[config.mk]
export PLATFORM = sky130hd
export DESIGN_NAME = nmea_rmc_sentence_checker_top
export DESIGN_NICKNAME = d
export VERILOG_FILES = /design/src/hw/rtl/nrmc_pkg.sv /design/src/hw/rtl/nrmc_parse.sv /design/src/hw/rtl/nrmc_out.sv /design/src/hw/rtl/nmea_rmc_sentence_checker_top.sv
export SDC_FILE = /design/constraint.sdc
export NUM_CORES = 1
export LEC_CHECK = 0
export BUFFER_PORTS_ARGS = -buffer_cell sky130_fd_sc_hd__buf_2
export CORE_ASPECT_RATIO = 0.5
export CORE_MARGIN = 2
export CORE_UTILIZATION = 61
export CTS_BUF_LIST = sky130_fd_sc_hd__clkbuf_4
export DETAILED_ROUTE_END_ITERATION = 8
export PLACE_DENSITY = 0.82
export SYNTH_ARGS = -nofsm -noshare
export SYNTH_HDL_FRONTEND = slang
export SYNTH_SLANG_ARGS = --single-unit
[constraint.sdc]
create_clock -name clk -period 4.1 [get_ports clk]
set_clock_uncertainty 0.15 [all_clocks]
set_input_delay 0.615 -clock clk [delete_from_list [all_inputs] [get_ports clk]]
set_output_delay 0.615 -clock clk [all_outputs]
set_load 0.005 [all_outputs]
[src/hw/rtl/nrmc_pkg.sv]
package nrmc_pkg;

  localparam logic [7:0] CHAR_DOLLAR = 8'h24;
  localparam logic [7:0] CHAR_STAR   = 8'h2A;
  localparam logic [7:0] CHAR_CR     = 8'h0D;
  localparam logic [7:0] CHAR_COMMA  = 8'h2C;
  localparam logic [7:0] CHAR_V      = 8'h56;
  localparam logic [7:0] CHAR_A      = 8'h41;

  localparam int unsigned MAX_SENTENCE_LEN = 128;
  localparam int unsigned TYPE_LEN         = 5;

  localparam logic [3:0] STATUS_FIELD = 4'd2;
  localparam logic [3:0] MODE_FIELD   = 4'd12;
  localparam logic [3:0] FIELD_MAX    = 4'd15;
  localparam logic [7:0] POS_MAX      = 8'd255;
  localparam logic [7:0] POS_LIMIT    = 8'(MAX_SENTENCE_LEN);
  localparam logic [7:0] POS_TYPE_END = 8'(TYPE_LEN);

  typedef struct packed {
    logic       checksum_ok;
    logic [7:0] computed_sum;
    logic [7:0] received_sum;
    logic       is_rmc;
    logic [7:0] status_char;
    logic [7:0] mode_char;
    logic       fix_ok;
    logic       overlong;
  } result_t;

  // Expected character of the sentence type word "GPRMC" at a position.
  function automatic logic [7:0] type_char(input logic [2:0] pos);
    logic [7:0] c;
    case (pos)
      3'd0:    c = 8'h47;
      3'd1:    c = 8'h50;
      3'd2:    c = 8'h52;
      3'd3:    c = 8'h4D;
      3'd4:    c = 8'h43;
      default: c = 8'h00;
    endcase
    return c;
  endfunction

  // {is_digit, value} for a hex digit of either case.
  function automatic logic [4:0] hex_digit(input logic [7:0] c);
    logic [4:0] r;
    if (c >= 8'h30 && c <= 8'h39) begin
      r = {1'b1, c[3:0]};
    end else if ((c >= 8'h41 && c <= 8'h46) || (c >= 8'h61 && c <= 8'h66)) begin
      r = {1'b1, c[3:0] + 4'd9};
    end else begin
      r = 5'd0;
    end
    return r;
  endfunction

endpackage

[src/hw/rtl/nrmc_parse.sv]
module nrmc_parse (
  input  logic              clk,
  input  logic              rst_n,
  input  logic              byte_valid,
  input  logic [7:0]        byte_data,
  input  logic              advance,
  output logic              emit,
  output nrmc_pkg::result_t result
);

  logic       in_sentence_r, in_sentence_nxt;
  logic [7:0] xor_acc_r, xor_acc_nxt;
  logic       star_seen_r, star_seen_nxt;
  logic [7:0] hex_acc_r, hex_acc_nxt;
  logic       hex_stopped_r, hex_stopped_nxt;
  logic [7:0] char_pos_r, char_pos_nxt;
  logic       type_match_r, type_match_nxt;
  logic [3:0] field_index_r, field_index_nxt;
  logic       field_started_r, field_started_nxt;
  logic [7:0] status_first_r, status_first_nxt;
  logic [1:0] status_len_r, status_len_nxt;   // saturates at 2: only "exactly one" matters
  logic [7:0] mode_first_r, mode_first_nxt;
  logic       too_long_r, too_long_nxt;

  logic       rmc;
  logic       status_v;
  logic [4:0] hex;

  assign emit     = byte_valid && in_sentence_r && (byte_data == nrmc_pkg::CHAR_CR);
  assign rmc      = type_match_r && (char_pos_r >= nrmc_pkg::POS_TYPE_END);
  assign status_v = (status_len_r == 2'd1) && (status_first_r == nrmc_pkg::CHAR_V);
  assign hex      = nrmc_pkg::hex_digit(byte_data);

  always_comb begin
    result.checksum_ok  = star_seen_r && (xor_acc_r == hex_acc_r);
    result.computed_sum = xor_acc_r;
    result.received_sum = hex_acc_r;
    result.is_rmc       = rmc;
    result.status_char  = status_first_r;
    result.mode_char    = mode_first_r;
    result.fix_ok       = rmc && !status_v && (mode_first_r == nrmc_pkg::CHAR_A);
    result.overlong     = too_long_r;
  end

  always_comb begin
    in_sentence_nxt   = in_sentence_r;
    xor_acc_nxt       = xor_acc_r;
    star_seen_nxt     = star_seen_r;
    hex_acc_nxt       = hex_acc_r;
    hex_stopped_nxt   = hex_stopped_r;
    char_pos_nxt      = char_pos_r;
    type_match_nxt    = type_match_r;
    field_index_nxt   = field_index_r;
    field_started_nxt = field_started_r;
    status_first_nxt  = status_first_r;
    status_len_nxt    = status_len_r;
    mode_first_nxt    = mode_first_r;
    too_long_nxt      = too_long_r;

    if (!in_sentence_r) begin
      if (byte_data == nrmc_pkg::CHAR_DOLLAR) begin
        in_sentence_nxt   = 1'b1;
        xor_acc_nxt       = '0;
        star_seen_nxt     = 1'b0;
        hex_acc_nxt       = '0;
        hex_stopped_nxt   = 1'b0;
        char_pos_nxt      = '0;
        type_match_nxt    = 1'b1;
        field_index_nxt   = '0;
        field_started_nxt = 1'b0;
        status_first_nxt  = '0;
        status_len_nxt    = '0;
        mode_first_nxt    = '0;
        too_long_nxt      = 1'b0;
      end
    end else if (byte_data == nrmc_pkg::CHAR_CR) begin
      in_sentence_nxt = 1'b0;
    end else begin
      if (char_pos_r < nrmc_pkg::POS_TYPE_END &&
          byte_data != nrmc_pkg::type_char(char_pos_r[2:0])) begin
        type_match_nxt = 1'b0;
      end
      if (char_pos_r != nrmc_pkg::POS_MAX) begin
        char_pos_nxt = char_pos_r + 8'd1;
      end
      if (char_pos_nxt > nrmc_pkg::POS_LIMIT) begin
        too_long_nxt = 1'b1;
      end

      if (star_seen_r) begin
        if (!hex_stopped_r) begin
          if (hex[4]) begin
            hex_acc_nxt = {hex_acc_r[3:0], hex[3:0]};
          end else begin
            hex_stopped_nxt = 1'b1;
          end
        end
      end else if (byte_data == nrmc_pkg::CHAR_STAR) begin
        star_seen_nxt = 1'b1;
      end else begin
        xor_acc_nxt = xor_acc_r ^ byte_data;
        if (byte_data == nrmc_pkg::CHAR_COMMA) begin
          if (field_index_r != nrmc_pkg::FIELD_MAX) begin
            field_index_nxt = field_index_r + 4'd1;
          end
          field_started_nxt = 1'b0;
        end else begin
          if (!field_started_r) begin
            if (field_index_r == nrmc_pkg::STATUS_FIELD) status_first_nxt = byte_data;
            if (field_index_r == nrmc_pkg::MODE_FIELD)   mode_first_nxt   = byte_data;
          end
          if (field_index_r == nrmc_pkg::STATUS_FIELD && status_len_r != 2'd2) begin
            status_len_nxt = status_len_r + 2'd1;
          end
          field_started_nxt = 1'b1;
        end
      end
    end
  end

  always_ff @(posedge clk) begin
    if (!rst_n) begin
      in_sentence_r   <= 1'b0;
      xor_acc_r       <= '0;
      star_seen_r     <= 1'b0;
      hex_acc_r       <= '0;
      hex_stopped_r   <= 1'b0;
      char_pos_r      <= '0;
      type_match_r    <= 1'b1;
      field_index_r   <= '0;
      field_started_r <= 1'b0;
      status_first_r  <= '0;
      status_len_r    <= '0;
      mode_first_r    <= '0;
      too_long_r      <= 1'b0;
    end else if (advance) begin
      in_sentence_r   <= in_sentence_nxt;
      xor_acc_r       <= xor_acc_nxt;
      star_seen_r     <= star_seen_nxt;
      hex_acc_r       <= hex_acc_nxt;
      hex_stopped_r   <= hex_stopped_nxt;
      char_pos_r      <= char_pos_nxt;
      type_match_r    <= type_match_nxt;
      field_index_r   <= field_index_nxt;
      field_started_r <= field_started_nxt;
      status_first_r  <= status_first_nxt;
      status_len_r    <= status_len_nxt;
      mode_first_r    <= mode_first_nxt;
      too_long_r      <= too_long_nxt;
    end
  end

  a_cr_ends_sentence: assert property (@(posedge clk) disable iff (!rst_n)
    (advance && emit) |=> !in_sentence_r)
    else $error("sentence still open after CR");

  a_stop_needs_star: assert property (@(posedge clk) disable iff (!rst_n)
    hex_stopped_r |-> star_seen_r)
    else $error("hex run stopped without a star");

  a_sum_frozen_after_star: assert property (@(posedge clk) disable iff (!rst_n)
    (advance && in_sentence_r && star_seen_r) |=> $stable(xor_acc_r))
    else $error("running XOR changed after star");

  a_fields_frozen_after_star: assert property (@(posedge clk) disable iff (!rst_n)
    (advance && in_sentence_r && star_seen_r) |=> $stable(field_index_r))
    else $error("field split after star");

  a_overlong_needs_length: assert property (@(posedge clk) disable iff (!rst_n)
    too_long_r |-> (char_pos_r > nrmc_pkg::POS_LIMIT))
    else $error("overlong flag without length");

endmodule

[src/hw/rtl/nrmc_out.sv]
module nrmc_out (
  input  logic              clk,
  input  logic              rst_n,
  input  logic              load,
  input  nrmc_pkg::result_t load_data,
  output logic              slot_free,
  output logic              out_valid,
  input  logic              out_ready,
  output nrmc_pkg::result_t out_data
);

  logic              valid_r, valid_nxt;
  nrmc_pkg::result_t data_r;

  assign slot_free = !valid_r || out_ready;
  assign out_valid = valid_r;
  assign out_data  = data_r;

  always_comb begin
    valid_nxt = valid_r;
    if (out_ready) valid_nxt = 1'b0;
    if (load)      valid_nxt = 1'b1;
  end

  always_ff @(posedge clk) begin
    if (!rst_n) begin
      valid_r <= 1'b0;
    end else begin
      valid_r <= valid_nxt;
    end
  end

  always_ff @(posedge clk) begin
    if (load) data_r <= load_data;
  end

  a_no_overwrite: assert property (@(posedge clk) disable iff (!rst_n)
    load |-> slot_free)
    else $error("result loaded over a pending transfer");

  a_held_when_stalled: assert property (@(posedge clk) disable iff (!rst_n)
    (valid_r && !out_ready) |=> (valid_r && $stable(data_r)))
    else $error("stalled result changed");

  a_load_shows: assert property (@(posedge clk) disable iff (!rst_n)
    load |=> valid_r)
    else $error("loaded result not presented");

endmodule

[src/hw/rtl/nmea_rmc_sentence_checker_top.sv]
// NMEA RMC sentence checker.
// Input channel: in_valid/in_ready with in_rx_byte, one received byte per
// transfer. Bytes are ignored until '$'; a CR inside a sentence produces one
// result on the out_ channel (out_valid/out_ready) with the checksum compare,
// computed and received sums, GPRMC match, status and mode characters, fix
// flag and overlong flag. Other bytes produce no result.
// A byte is registered in the input register and parsed into the result register,
// from which a CR's result drives the out_ ports. Throughput: one byte per cycle
// while no CR waits on a full result register, set by the single parse stage
// between the input register and the result register.
// Reset (rst_n low, synchronous) drops any open sentence and both stage
// valids. When the receiver stalls, the pending result holds; bytes that make
// no result keep flowing, and a second CR waits in the input register, which
// then deasserts in_ready until the result register frees.
module nmea_rmc_sentence_checker_top (
  input  logic       clk,
  input  logic       rst_n,
  input  logic       in_valid,
  output logic       in_ready,
  input  logic [7:0] in_rx_byte,
  output logic       out_valid,
  input  logic       out_ready,
  output logic       out_checksum_ok,
  output logic [7:0] out_computed_sum,
  output logic [7:0] out_received_sum,
  output logic       out_is_rmc,
  output logic [7:0] out_status_char,
  output logic [7:0] out_mode_char,
  output logic       out_fix_ok,
  output logic       out_overlong
);

  logic              byte_valid_r;
  logic [7:0]        byte_r;
  logic              emit;
  logic              slot_free;
  logic              advance;
  nrmc_pkg::result_t parsed;
  nrmc_pkg::result_t res;

  assign advance  = byte_valid_r && (!emit || slot_free);
  assign in_ready = !byte_valid_r || advance;

  always_ff @(posedge clk) begin
    if (!rst_n) begin
      byte_valid_r <= 1'b0;
    end else if (in_ready) begin
      byte_valid_r <= in_valid;
    end
  end

  always_ff @(posedge clk) begin
    if (in_ready && in_valid) byte_r <= in_rx_byte;
  end

  nrmc_parse u_parse (
    .clk        (clk),
    .rst_n      (rst_n),
    .byte_valid (byte_valid_r),
    .byte_data  (byte_r),
    .advance    (advance),
    .emit       (emit),
    .result     (parsed)
  );

  nrmc_out u_out (
    .clk       (clk),
    .rst_n     (rst_n),
    .load      (advance && emit),
    .load_data (parsed),
    .slot_free (slot_free),
    .out_valid (out_valid),
    .out_ready (out_ready),
    .out_data  (res)
  );

  assign out_checksum_ok  = res.checksum_ok;
  assign out_computed_sum = res.computed_sum;
  assign out_received_sum = res.received_sum;
  assign out_is_rmc       = res.is_rmc;
  assign out_status_char  = res.status_char;
  assign out_mode_char    = res.mode_char;
  assign out_fix_ok       = res.fix_ok;
  assign out_overlong     = res.overlong;

endmodule

==> results_dict.tcl, run 1 <==
set metrics [dict create \
    syn2layout_area_growth_pct 8.13 \
    cap_violations 0 \
    syn-mean-instance-area_um2 10.8 \
    grt_overflow 0 \
    synth_top_cell_by_area "edfxtp_1" \
    yosys_warnings 0 \
    ir_drop_mv 0.147 \
    clk_pin_slew_ns 0.16 \
    ys_seq_area_frac 0.513 \
    period_share 0.815 \
    via_per_inst 6.04 \
    r2r_setup_slack_ns 1.13 \
    synthTopCellsByArea "edfxtp_1, dfxtp_1, mux2i_1, ha_1, xnor2_1" \
    finalHoldViolCount 0 \
    period_minus_slack_ns 3.34 \
    worstPathArrival_ns 2.58 \
    worst_pin_slew_ns 1.00 \
    ant_nets 0 \
    cellInternalPower_mw 1.18 \
    cp_slowest_stage_delay_ns 0.73 \
    wl_mm 9.87 \
    p_switching_mw 0.403 \
    rsz0062_at_grt "no" \
    slew_viol_final 0 \
    die_h_um 65.9 \
    setup_ws_ns 0.757 \
    postCtsSetupRepairBufs 0 \
    start_kind "flop" \
    syn-num-nets 459 \
    min_path_type "primary input to flop" \
    start_util 0.634 \
    dr.pass1.iters 5 \
    clock_sinks 98 \
    die_x_um 128 \
    ctsHoldBuffers 0 \
    synth-simple-area-share 0.171 \
    required_ns 3.34 \
    synth_xor_area_frac 0.0412 \
    synth_fa_ha_area_frac 0.0374 \
    power.share.combinational 0.041 \
    portBuffers 49 \
    cts_tree "yes" \
    postSynth.asyncResetShare 0 \
    tns_ns 0 \
    cts_buffers 9 \
    clk_latency_ns 0.46 \
    die_area_um2 8430 \
    synth_cells 433 \
    rows 22 \
    synth_top_family_by_area "simple AND/OR/NAND/NOR gates" \
    ys_types 71 \
    fin_nets 496 \
    fmax_mhz 299 \
    clk_path_buf_depth 2 \
    status "completed" \
    syn_area_um2 4680 \
    gr-usage-all-layers 0.255 \
    drtIter0Drc 302 \
    p_clk_frac 0.301 \
    ys_dominant_reg_cell "dfxtp_1" \
    critPathCaptureType "output port" \
    synth-seq-cells 98 \
    vias 3451 \
    p_seq_frac 0.659 \
    drive_above_1_share 0.181 \
    num_antenna_cells 0 \
    synth_top_area_share 0.282 \
    synth_enable_flop_cells 44 \
    root_buffer "clkbuf_4" \
    antenna_found_initial 0 \
    slew_headroom 0.331 \
    cpMaxStageDelayCell "nor4b_4" \
    setup_violations 0 \
    drc 0 \
    leakagePower_nw 1.67 \
    path_class "flop to output port" \
    worstPathCellList "nor4b_4 -> nand3_1 -> nor2b_1 -> inv_1 -> buf_2" \
    routedWlPerCell_um 17.3 \
    grt_max_degree 38 \
    grt_pass1_wl_mm 16.4 \
    grt_pass1_vias 3179 \
    cts_resized 0 \
    synth_compound_area_frac 0.140 \
    htree_levels 3 \
    ios 50 \
    core_area_um2 7380 \
    place_congestion 0.920 \
    cp_max_fo 12 \
    dpl.hpwl_mm 7.02 \
    powerDensity_nw_per_um2 313 \
    dp_slack_ns 1.14 \
    switching_share 0.255 \
    yosys-mux-area-fraction 0.0495 \
]
==> synth_stat cells, types with 2 or more instances <==
cell type	n
and3b_1	2
nand2_1	38
a21oi_4	2
o22ai_1	4
a31oi_1	5
dfxtp_1	54
edfxtp_1	44
nand3b_1	2
nor2_1	27
xnor2_1	17
nor4bb_1	2
ha_1	14
and2_1	3
o211ai_1	2
a21oi_2	2
and3_1	4
o21a_1	3
o21ai_1	2
nor4_1	3
a221oi_1	8
nor4b_1	2
a22o_1	8
nor2b_1	3
a2111oi_4	2
xor2_1	5
nand4_1	7
buf_2	5
mux2i_1	22
or3_1	3
nor3_1	7
or3_4	2
o2111ai_1	2
and4_1	3
o2bb2ai_1	2
o21ai_0	11
buf_6	5
nand4b_1	2
clkbuf_1	15
inv_1	21
nand3_1	22
or2_2	2
a21oi_1	15
==> routing by layer <==
layer / GRT usage / part of all wire
met5: 0 / 0
met4: 0.0659 / 0.0094
met3: 0.0712 / 0.082
met2: 0.368 / 0.41
met1: 0.377 / 0.50
==> area by class of cell <==
class / instances / area (um2)
sequential: 98 / 2400
fill: 557 / 2320
multi-input combinational: 288 / 2060
timing repair buffer: 52 / 268
tap: 96 / 120
inverter: 21 / 78.8
clock buffer: 9 / 67.6
clock inverter: 7 / 62.6
==> critical path: cells and delay by family (launching register included) <==
| kind | cells | cell delay (ns) |
|---|---|---|
| flops | 1 | 0.59 |
| buf+inv | 2 | 0.20 |
| simple gates | 3 | 1.32 |
==> flip-flops by register name, indices dropped and copies added, names as in the netlist, 2 cells and up <==
name / cells
u_parse.hex_acc_r: 8
u_parse.status_first_r: 8
u_parse.field_index_r: 4
byte_r: 8
u_parse.status_len_r: 2
u_parse.xor_acc_r: 8
u_out.out_data: 36
u_parse.mode_first_r: 8
u_parse.char_pos_r: 8
==> power by group through the flow <==
| stage | sequential, mW | combinational (mW) | clock, mW |
|---|---|---|---|
| after detailed placement | 1.06 | 0.0627 | 0 |
| after floorplan | 1.05 | 0.0574 | 0 |
| after global routing | 1.04 | 0.0706 | 0.527 |
| final | 1.04 | 0.0647 | 0.475 |
| after CTS | 1.04 | 0.0630 | 0.491 |
| after global placement | 1.06 | 0.0620 | 0 |
==> cell usage in the layout, fill, tap and decap left out, drive strengths merged, types with 4 or more instances in the layout <==
master | synthesis | routed
nor3 | 7 | 7
clkbuf | 15 | 9
buf | 11 | 52
o21ai | 13 | 13
nand2 | 38 | 38
and2 | 4 | 4
ha | 14 | 14
o22ai | 4 | 4
nand4 | 8 | 8
a21oi | 19 | 19
or3 | 5 | 5
nor2 | 28 | 28
inv | 21 | 23
edfxtp | 44 | 44
mux2i | 22 | 22
and3 | 4 | 4
a221oi | 8 | 8
nand3 | 22 | 22
xnor2 | 17 | 17
nor4b | 4 | 4
clkinv | 0 | 4
a22o | 8 | 8
a31oi | 6 | 6
dfxtp | 54 | 54
xor2 | 5 | 5
==> kinds of logic (layout without fill, tap and decap cells) <==
family	count (synthesis)	in the layout
buffers and inverters	47	89
XOR/XNOR	22	22
AO/OA/AOI/OAI	84	84
flip-flops	98	98
adder cells (fa/ha/maj)	14	14
AND/OR/NAND/NOR	145	145
multiplexers	23	23
==> worst paths after layout <==
| check | startpoint | endpoint | depth (start not counted) |
|---|---|---|---|
| hold / removal | in_rx_byte[5] | byte_r[5] | 1 |
| hold reg to reg | u_parse.too_long_r | u_out.out_data[0] | 0 |
| setup / recovery | byte_r[6] | in_ready | 5 |
| setup reg to reg | byte_r[6] | u_parse.hex_acc_r[5] | 5 |
==> metrics by stage <==
stage | total power, mW | area, um2 | cells | utilization | hold WS (ns)
after floorplan | 1.11 | 4680 | 433 | - | 0.258
after global placement | 1.12 | 4930 | 555 | 0.668 | 0.267
after detailed placement | 1.13 | 4930 | 555 | 0.668 | 0.275
after CTS | 1.60 | 5060 | 571 | 0.686 | 0.139
after global routing | 1.64 | 5060 | 571 | 0.686 | 0.132
final | 1.58 | 5060 | 571 | 0.686 | 0.159
Note: power is estimated with default switching activity, not from simulation.
==> inputs of run 2 (changes only) <==
- CORE_UTILIZATION: 61 -> 55
- PLACE_DENSITY: 0.82 -> 0.78
- clock period: 4.1 -> 2.9 ns (I/O delays scaled with it)
==> results_dict.tcl, run 2 (same netlist as run 1, synthesis figures left out) <==
set metrics [dict create \
    status "completed" \
    grt_max_degree 29 \
    critPathTopFamily "simple AND/OR/NAND/NOR gates" \
    cts_buffers 9 \
    leakagePower_nw 1.76 \
    setup_ws_ns 0.130 \
    slew_viol_final 0 \
    clk_path_buf_depth 2 \
    dr.pass1.iters 5 \
    final_common_cell "dfxtp_1" \
    wl_mm 10.2 \
    clk_latency_ns 0.48 \
    r2r_start "byte_r[0]" \
    path_class "flop to output port" \
    root_buffer "clkbuf_4" \
    required_ns 2.32 \
    drtIter0Drc 315 \
    setup_violations 0 \
    core_area_um2 8120 \
    htree_levels 3 \
    drc 0 \
    dpl.hpwl_mm 7.31 \
    min_from "in_valid" \
    via_per_inst 5.91 \
    gr-usage-all-layers 0.227 \
    portBuffers 49 \
    worst_pin_slew_ns 0.613 \
    min_path_type "primary input to flop" \
    num_antenna_cells 0 \
    grt_pass1_vias 3186 \
    cts_tree "yes" \
    place_congestion 0.940 \
    critPathCaptureType "output port" \
    rows 23 \
    syn2layout_area_growth_pct 12.3 \
    period_minus_slack_ns 2.77 \
    powerDensity_nw_per_um2 431 \
    ant_nets 0 \
    period_share 0.955 \
    antenna_found_initial 0 \
    dp_slack_ns 0.283 \
    worstPathArrival_ns 2.19 \
    dp_cells 579 \
    layout_common_cells "dfxtp_1, buf_2, edfxtp_1" \
    cap_violations 0 \
    instances_no_fill 605 \
    die_h_um 69.2 \
    ir_drop_mv 0.160 \
    rsz0062_at_grt "no" \
    slew_headroom 0.587 \
    tns_ns 0 \
    grt_pass1_wl_mm 16.4 \
    clock_sinks 98 \
    finalHoldViolCount 0 \
    die_x_um 134 \
    start_util 0.577 \
    largest_reg_flops 36 \
    cp_max_fo 5 \
    timing.critical_path.from "byte_r[1]" \
    place_area_um2 5020 \
    cpMaxStageDelayCell "edfxtp_1" \
    cp_slowest_stage_delay_ns 0.42 \
    worstPathCellList "inv_1 -> ha_2 -> and3b_1 -> nand3_1 -> nor2b_4 -> inv_1 -> buf_2" \
    ios 50 \
    start_kind "flop" \
    vias 3578 \
    drive_above_1_share 0.199 \
    worst-path-buf-inv 3 \
    fmax_mhz 361 \
    die_area_um2 9310 \
    grt_overflow 0 \
    final_cell_area_um2 5260 \
    routedWlPerCell_um 16.9 \
    fin_nets 514 \
    crit_top_cell "inv_1" \
    clk_pin_slew_ns 0.15 \
]
run 2: changes by cell type in the layout (fill, tap and decap cells not counted), sizes merged:
cell	previous run	this run
buf	52	62
dlygate4sd3	0	8
clkinvlp	1	0
inv	23	24
run 2: layer usage:
metal,part of all wire,global-route usage,vias up
li1,-,-,1697
met1,0.47,0.331,1704
met2,0.43,0.329,156
met3,0.082,0.0636,21
met4,0.014,0.0643,0
met5,0,0,-
run 2: worst paths after layout:
check | cells after the start | endpoint | slack (ns)
worst min register to register | 0 | u_out.out_data[0] | 0.30
worst max-delay path | 7 | in_ready | 0.13
worst max register to register | 7 | u_parse.hex_acc_r[5] | 0.17
worst min-delay path | 3 | byte_valid_r | 0.04
run 2: tightest hold or removal path, delay by kind of cell:
kind / cells / cell delay [ns]
AND/OR/NAND/NOR: 2 / 0.10
buffers and inverters: 1 / 0.08
run 2: area by class of cell:
type | instances | area (um2)
fillers | 650 | 2860
multi-input cells | 288 | 2070
clock buffers | 9 | 67.6
inverters | 21 | 78.8
clock inverters | 7 | 58.8
flip-flops and latches | 98 | 2400
well taps | 112 | 140
repair buffers | 70 | 435
run 2: what timing repair did:
| item | in CTS | in global routing |
|---|---|---|
| hold endpoints to repair | 8 | 0 |
| endpoints found under the setup margin | 1 | 1 |
| pin swaps | 0 | 1 |
| setup buffers | 1 | 1 |
| hold buffers | 8 | 0 |
| gates cloned | 0 | 0 |
| gates resized for setup | 1 | 2 |
run 2: where the power goes:
group,internal (mW),switching [mW],leakage [nW]
Sequential,1.44,0.0255,0.785
Clock,0.191,0.493,0.0704
Combinational,0.0456,0.0651,0.907
Total,1.68,0.584,1.76
run 2: through the flow:
step           hold WS (ns)  total power [mW]  utilization
3_3_place_gp          0.273              1.59        0.619
6_report             0.0351              2.26        0.648
2_1_floorplan         0.258              1.56            -
3_5_place_dp          0.269              1.60        0.619
5_1_grt              0.0176              2.34        0.648
4_1_cts              0.0164              2.27        0.646
